## src/sv/step_path_erraticism_macros.svh

```systemverilog
// Assertion macros shared by the step path erraticism RTL.
// Depends on nothing; included by the modules that check themselves.
`ifndef STEP_PATH_ERRATICISM_MACROS_SVH
`define STEP_PATH_ERRATICISM_MACROS_SVH
`ifndef ASSERT_OFF
`define SPE_ASSERT(lbl, clk, rst, prop) \
   lbl: assert property (@(posedge clk) disable iff (rst) prop) \
      else $error("step_path_erraticism assertion failed");
`define SPE_ASSERT_ALWAYS(lbl, clk, prop) \
   lbl: assert property (@(posedge clk) prop) \
      else $error("step_path_erraticism assertion failed");
`else
`define SPE_ASSERT(lbl, clk, rst, prop)
`define SPE_ASSERT_ALWAYS(lbl, clk, prop)
`endif
`endif

```

## src/sv/spe_ram.sv

```systemverilog
// Generic single-write, single-read RAM with registered read data.
// Depends on nothing; holds the position history of the block.
module spe_ram #(
   parameter int WIDTH = 80,
   parameter int DEPTH = 32
) (
   input  logic                             clock,
   input  logic                             wr_en,
   input  logic [(DEPTH>1?$clog2(DEPTH):1)-1:0] wr_addr,
   input  logic [WIDTH-1:0]                 wr_data,
   input  logic [(DEPTH>1?$clog2(DEPTH):1)-1:0] rd_addr,
   output logic [WIDTH-1:0]                 rd_data
);
   logic [WIDTH-1:0] mem_ff [DEPTH];
   logic [WIDTH-1:0] rd_data_ff;

   always_ff @(posedge clock) begin
      if (wr_en) begin
         mem_ff[wr_addr] <= wr_data;
      end
      rd_data_ff <= mem_ff[rd_addr];
   end

   assign rd_data = rd_data_ff;
endmodule

```

## config.mk

```make
export PLATFORM = sky130hd
export DESIGN_NAME = spe_ram
export DESIGN_NICKNAME = d
export VERILOG_FILES = /design/src/sv/step_path_erraticism_macros.svh /design/src/sv/spe_ram.sv
export SDC_FILE = /design/constraint.sdc
export NUM_CORES = 2
export LEC_CHECK = 0
export ABC_AREA = 0
export BUFFER_PORTS_ARGS = -buffer_cell sky130_fd_sc_hd__clkbuf_2
export CAP_MARGIN = 40
export CORE_ASPECT_RATIO = 1.5
export CORE_MARGIN = 3
export CORE_UTILIZATION = 50
export CTS_BUF_LIST = sky130_fd_sc_hd__clkbuf_16
export CTS_CLUSTER_DIAMETER = 50
export DETAILED_ROUTE_END_ITERATION = 10
export GPL_TIMING_DRIVEN = 0
export PLACE_DENSITY = 0.66
export SYNTH_ARGS = -nofsm -noshare
export SYNTH_HDL_FRONTEND = slang
export SYNTH_SLANG_ARGS = --single-unit
```

## constraint.sdc

```tcl
create_clock -name clock -period 6.15 [get_ports clock]
set_input_delay 1.23 -clock clock [delete_from_list [all_inputs] [get_ports clock]]
set_output_delay 1.23 -clock clock [all_outputs]
set_load 0.1 [all_outputs]
```

## Word level (Yosys, flattened, before mapping)

Memories as Yosys holds them, arrays and structs flattened. A register that Yosys moved wholly into a read port is not among the register bits.
Cells that the tools add are included.

- Bits in registers: 0
- Bits in writable memories: 2,560
- Input port bits: 92
- Output and inout port bits: 80
- Word-level logic and storage cells: 3
- Memories kept: 1

Memory list:

| name | depth | width | read ports | clocked after memory_dff | wr ports | RTL line | source |
|---|---|---|---|---|---|---|---|
| mem_ff | 32 | 80 | 1 | 1 | 1 | spe_ram.sv:14 | `logic [WIDTH-1:0] mem_ff [DEPTH];` |

- Muxes and demuxes: 2

Operators by type and width:

| kind | number |
|---|---|
| $mux 1 | 2 |

## Longest topological paths before layout

- Depth in word-level cells: 2
- Gate-level depth with buffers: 9

## Worst setup path after synthesis

No wires, ideal clock.

- Path kind: in2reg
- From: input port wr_addr[1] (netlist bit)
- To: memory mem_ff[12][0] (enable)
- Setup time: 0.519 ns
- Arrival time: 5.227 ns
- Setup slack: 0.404 ns
- Stages on the path: 3
- Buffers on the path: 1
- Cell sequence: or3b_2 > clkbuf_1 > nor2_1

RTL lines:

| what | RTL line | source |
|---|---|---|
| start: declaration | spe_ram.sv:9 | `input logic [(DEPTH>1?$clog2(DEPTH):1)-1:0] wr_addr,` |
| end: declaration | spe_ram.sv:14 |  |

No word-level cell before the write port.

==> run metrics <==
status=finished, final reports clean; simple-gate share of the synthesized area=under 10%; via count=50.9k; Synth Register Bits=~2.6k; Routed Antenna Nets=0; Clock Skew=0.0681 ns; CP endpoint kind=flip-flop; Yosys warning count=0; Peak VDD IR=277 uV; HPWL Detailed=186000 um; Tcrit/Tclk final=between 60 and 70%; sum of routed wire length over all layers=274000 um; die area=203000 um^2; CTS tree=built; Syn Area/Cell=21.1 um^2; RSZ-0062 raised after global routing=false; post-detailed-route DRC marker count=0; Tot GR Track Use=a little over a quarter; largest fanout on the critical path=10; Synth area leader=edfxtp_1; Max-cap violations=0; Worst EP arrival=4.38 ns; Cell Pwr Density=between 300 and 400 nW/um^2; vias per std cell=between 6 and 7; area grow syn2layout=15.9%; H-tree levels=4; row count=199; share of post-route cells with drive strength above 1=about 22%; complex-gate fraction of the synthesized area=3.96%; area occupied by multi-input gates=roughly 19000 um^2; Fin Setup TNS=0 ns; Leak Pwr=approximately 0.038 uW; asr flop ratio synth=0%; Synth Area in XOR/XNOR=0%; Hold Path Class=flip-flop to flip-flop; Die Width=roughly 370 um; core area=196000 um^2; Sequential cell area=slightly below 80000 um^2; fin crit period=3.70 ns; Final #Nets=5384; Critical Path Start Type=input pin; GP Congestion=~0.8; worst setup margin=2.45 ns; post-synthesis net count=approximately 4.8k; count of cell types in the netlist=32; Seq/Total Area, Yosys=79.3%; post-synthesis mux area share=13.8%; Slew @ Worst Pin=0.947 ns; Post-synth EDFFs=2560; first-pass GRT wire length=384000 um; Fmax achieved=270 MHz; Hold Crit Depth=4; ys flop type=edfxtp_1; Clock Pin Slew Worst Setup and Hold Paths=0.07 ns; CTS Hold Buffers Added=0; routed wire length per instance=33.8 um; port bufs=approximately 170; Worst slew margin=36.7%; # fillers=14.2k; Reg2Reg Depth=4; cells after synthesis=4682; Synth Area in Adders=0%; die height=551 um; # clock sinks=2640; largest net degree at the start of global routing=33; pre-CTS WS=1.70 ns; WP data required=about 7 ns; Max Slew Vio Count=0; largest family of logic cells by synthesized area=multiplexers; Starting Density=50.4%; CTS root buffer=clkbuf_16; CTS buffer count=243; initial antenna violation count=18; DRT Pass-1 Iters=6; postcts setup bufs=0; grt ovf=0; Starting DRT DRC Count=roughly 6.2k; endpoints failing setup=0; Mapped Area=roughly 100000 um^2; worst skew pair latency=0.89 ns; Clock Tree Buf Depth=4; kind of critical path=input pin to flip-flop; final hold viol count=0; vias in the first global route=52.2k; Ports=172; top post-synthesis cells by area=edfxtp_1 (78%), mux4_2 (7.3%), mux2i_1 (6.5%), a22oi_1 (3.2%), dfxtp_1 (1.6%); post-CTS sizing=0; share of the synthesized area in the top cell type=77.7%
-- Yosys cell counts (4+ instances only) --
library cell	n
a32oi_1	4
a31oi_1	44
mux2i_1	640
a22o_1	44
clkbuf_1	101
edfxtp_1	2560
nor2_1	44
nor3_1	4
nor2b_1	15
a22oi_1	424
nand2_1	11
nand3_1	152
buf_2	108
dfxtp_1	80
a21oi_1	8
mux4_2	320
buf_4	24
and2_1	9
buf_6	18
nand4_1	46
nand3b_1	5
buf_1	9
-- metal layers --
metal  vias to the layer above  GRT usage, %  part of all wire (%)
met5                         -             0                 0.034
met4                        14          12.2                   5.1
met3                       693          4.52                   7.6
met2                      2563          47.8                    52
li1                      20850             -                     -
met1                     26732          32.0                    35
-- state kept, by name, summed over array words and instances, names as in the netlist --
name and cells:
mem_ff 2560, rd_data 80
-- final timing paths --
path	startpoint	end	slack, ns
worst max-delay path	rd_addr[2]	rd_data[41]	2.45
worst min-delay path	mem_ff[21][62]	rd_data[62]	0.62
worst max register to register	mem_ff[11][60]	rd_data[60]	4.18
worst min register to register	mem_ff[21][62]	rd_data[62]	0.62
-- placed cells by master, fill, tap and decap left out, types with 2 or more instances in the layout --
cell,netlist,layout
edfxtp_1,2560,2560
mux2i_1,640,640
a22oi_1,424,424
mux4_2,320,320
clkbuf_16,0,247
clkbuf_2,0,170
nand3_1,152,152
buf_2,108,112
buf_12,0,109
clkbuf_1,101,98
dfxtp_1,80,80
inv_1,1,73
clkinv_1,0,54
nand4_1,46,46
a22o_1,44,44
a31oi_1,44,44
buf_16,0,39
buf_6,18,36
nor2_4,0,32
clkinv_2,0,32
buf_4,24,31
buf_8,1,22
nor2b_1,15,15
nor2_1,44,12
bufinv_16,0,12
nand2_1,11,11
diode_2,0,9
and2_1,9,9
buf_1,9,9
clkinvlp_4,0,9
a21oi_1,8,8
clkinv_8,0,7
nand3b_1,5,5
inv_6,0,5
nor3_1,4,4
a32oi_1,4,4
clkinv_4,0,3
nor2_2,2,2
or3b_2,2,2
inv_8,0,2
-- final cells by class --
type                            instances  share of cell area [%]
Clock buffer                          247                    5.39
Multi-Input combinational cell       1779                    16.8
Tap cell                             2613                    2.85
Clock inverter                        197                    1.12
Buffer                                262                    1.19
Timing Repair Buffer                  365                    4.09
Inverter                                1                 0.00328
Antenna cell                            9                  0.0197
Sequential cell                      2640                    68.5
-- worst max-delay path, cell delays in order --
cell     delay [ns]
buf_2          0.49
buf_4          0.43
buf_2          0.64
nor2_1         0.29
buf_4          0.25
and2_1         0.26
a32oi_1        0.39
nand4_1        0.31
-- kinds of logic after synthesis --
group | after synthesis
compound gates | 524
mux | 960
buf+inv | 263
flops | 2640
simple gates | 295
-- where the power goes --
part	switching [uW]	internal, uW
clock network	6520	7770
registers	97.2	20000
logic	1790	667
total	8400	28400
-- per-stage QoR --
stage,hold slack [ns],utilization (%),cells,power (uW),area [um^2]
after CTS,0.630,58.4,8100,37000,115000
after global placement,0.610,52.5,7462,22800,103000
after detailed placement,0.589,54.6,7656,22900,107000
final,0.622,58.4,8113,36800,115000
after floorplan,0.549,-,4682,21900,98900
after global routing,0.692,58.4,8105,37800,115000
Power figures use the tool's default switching activity.
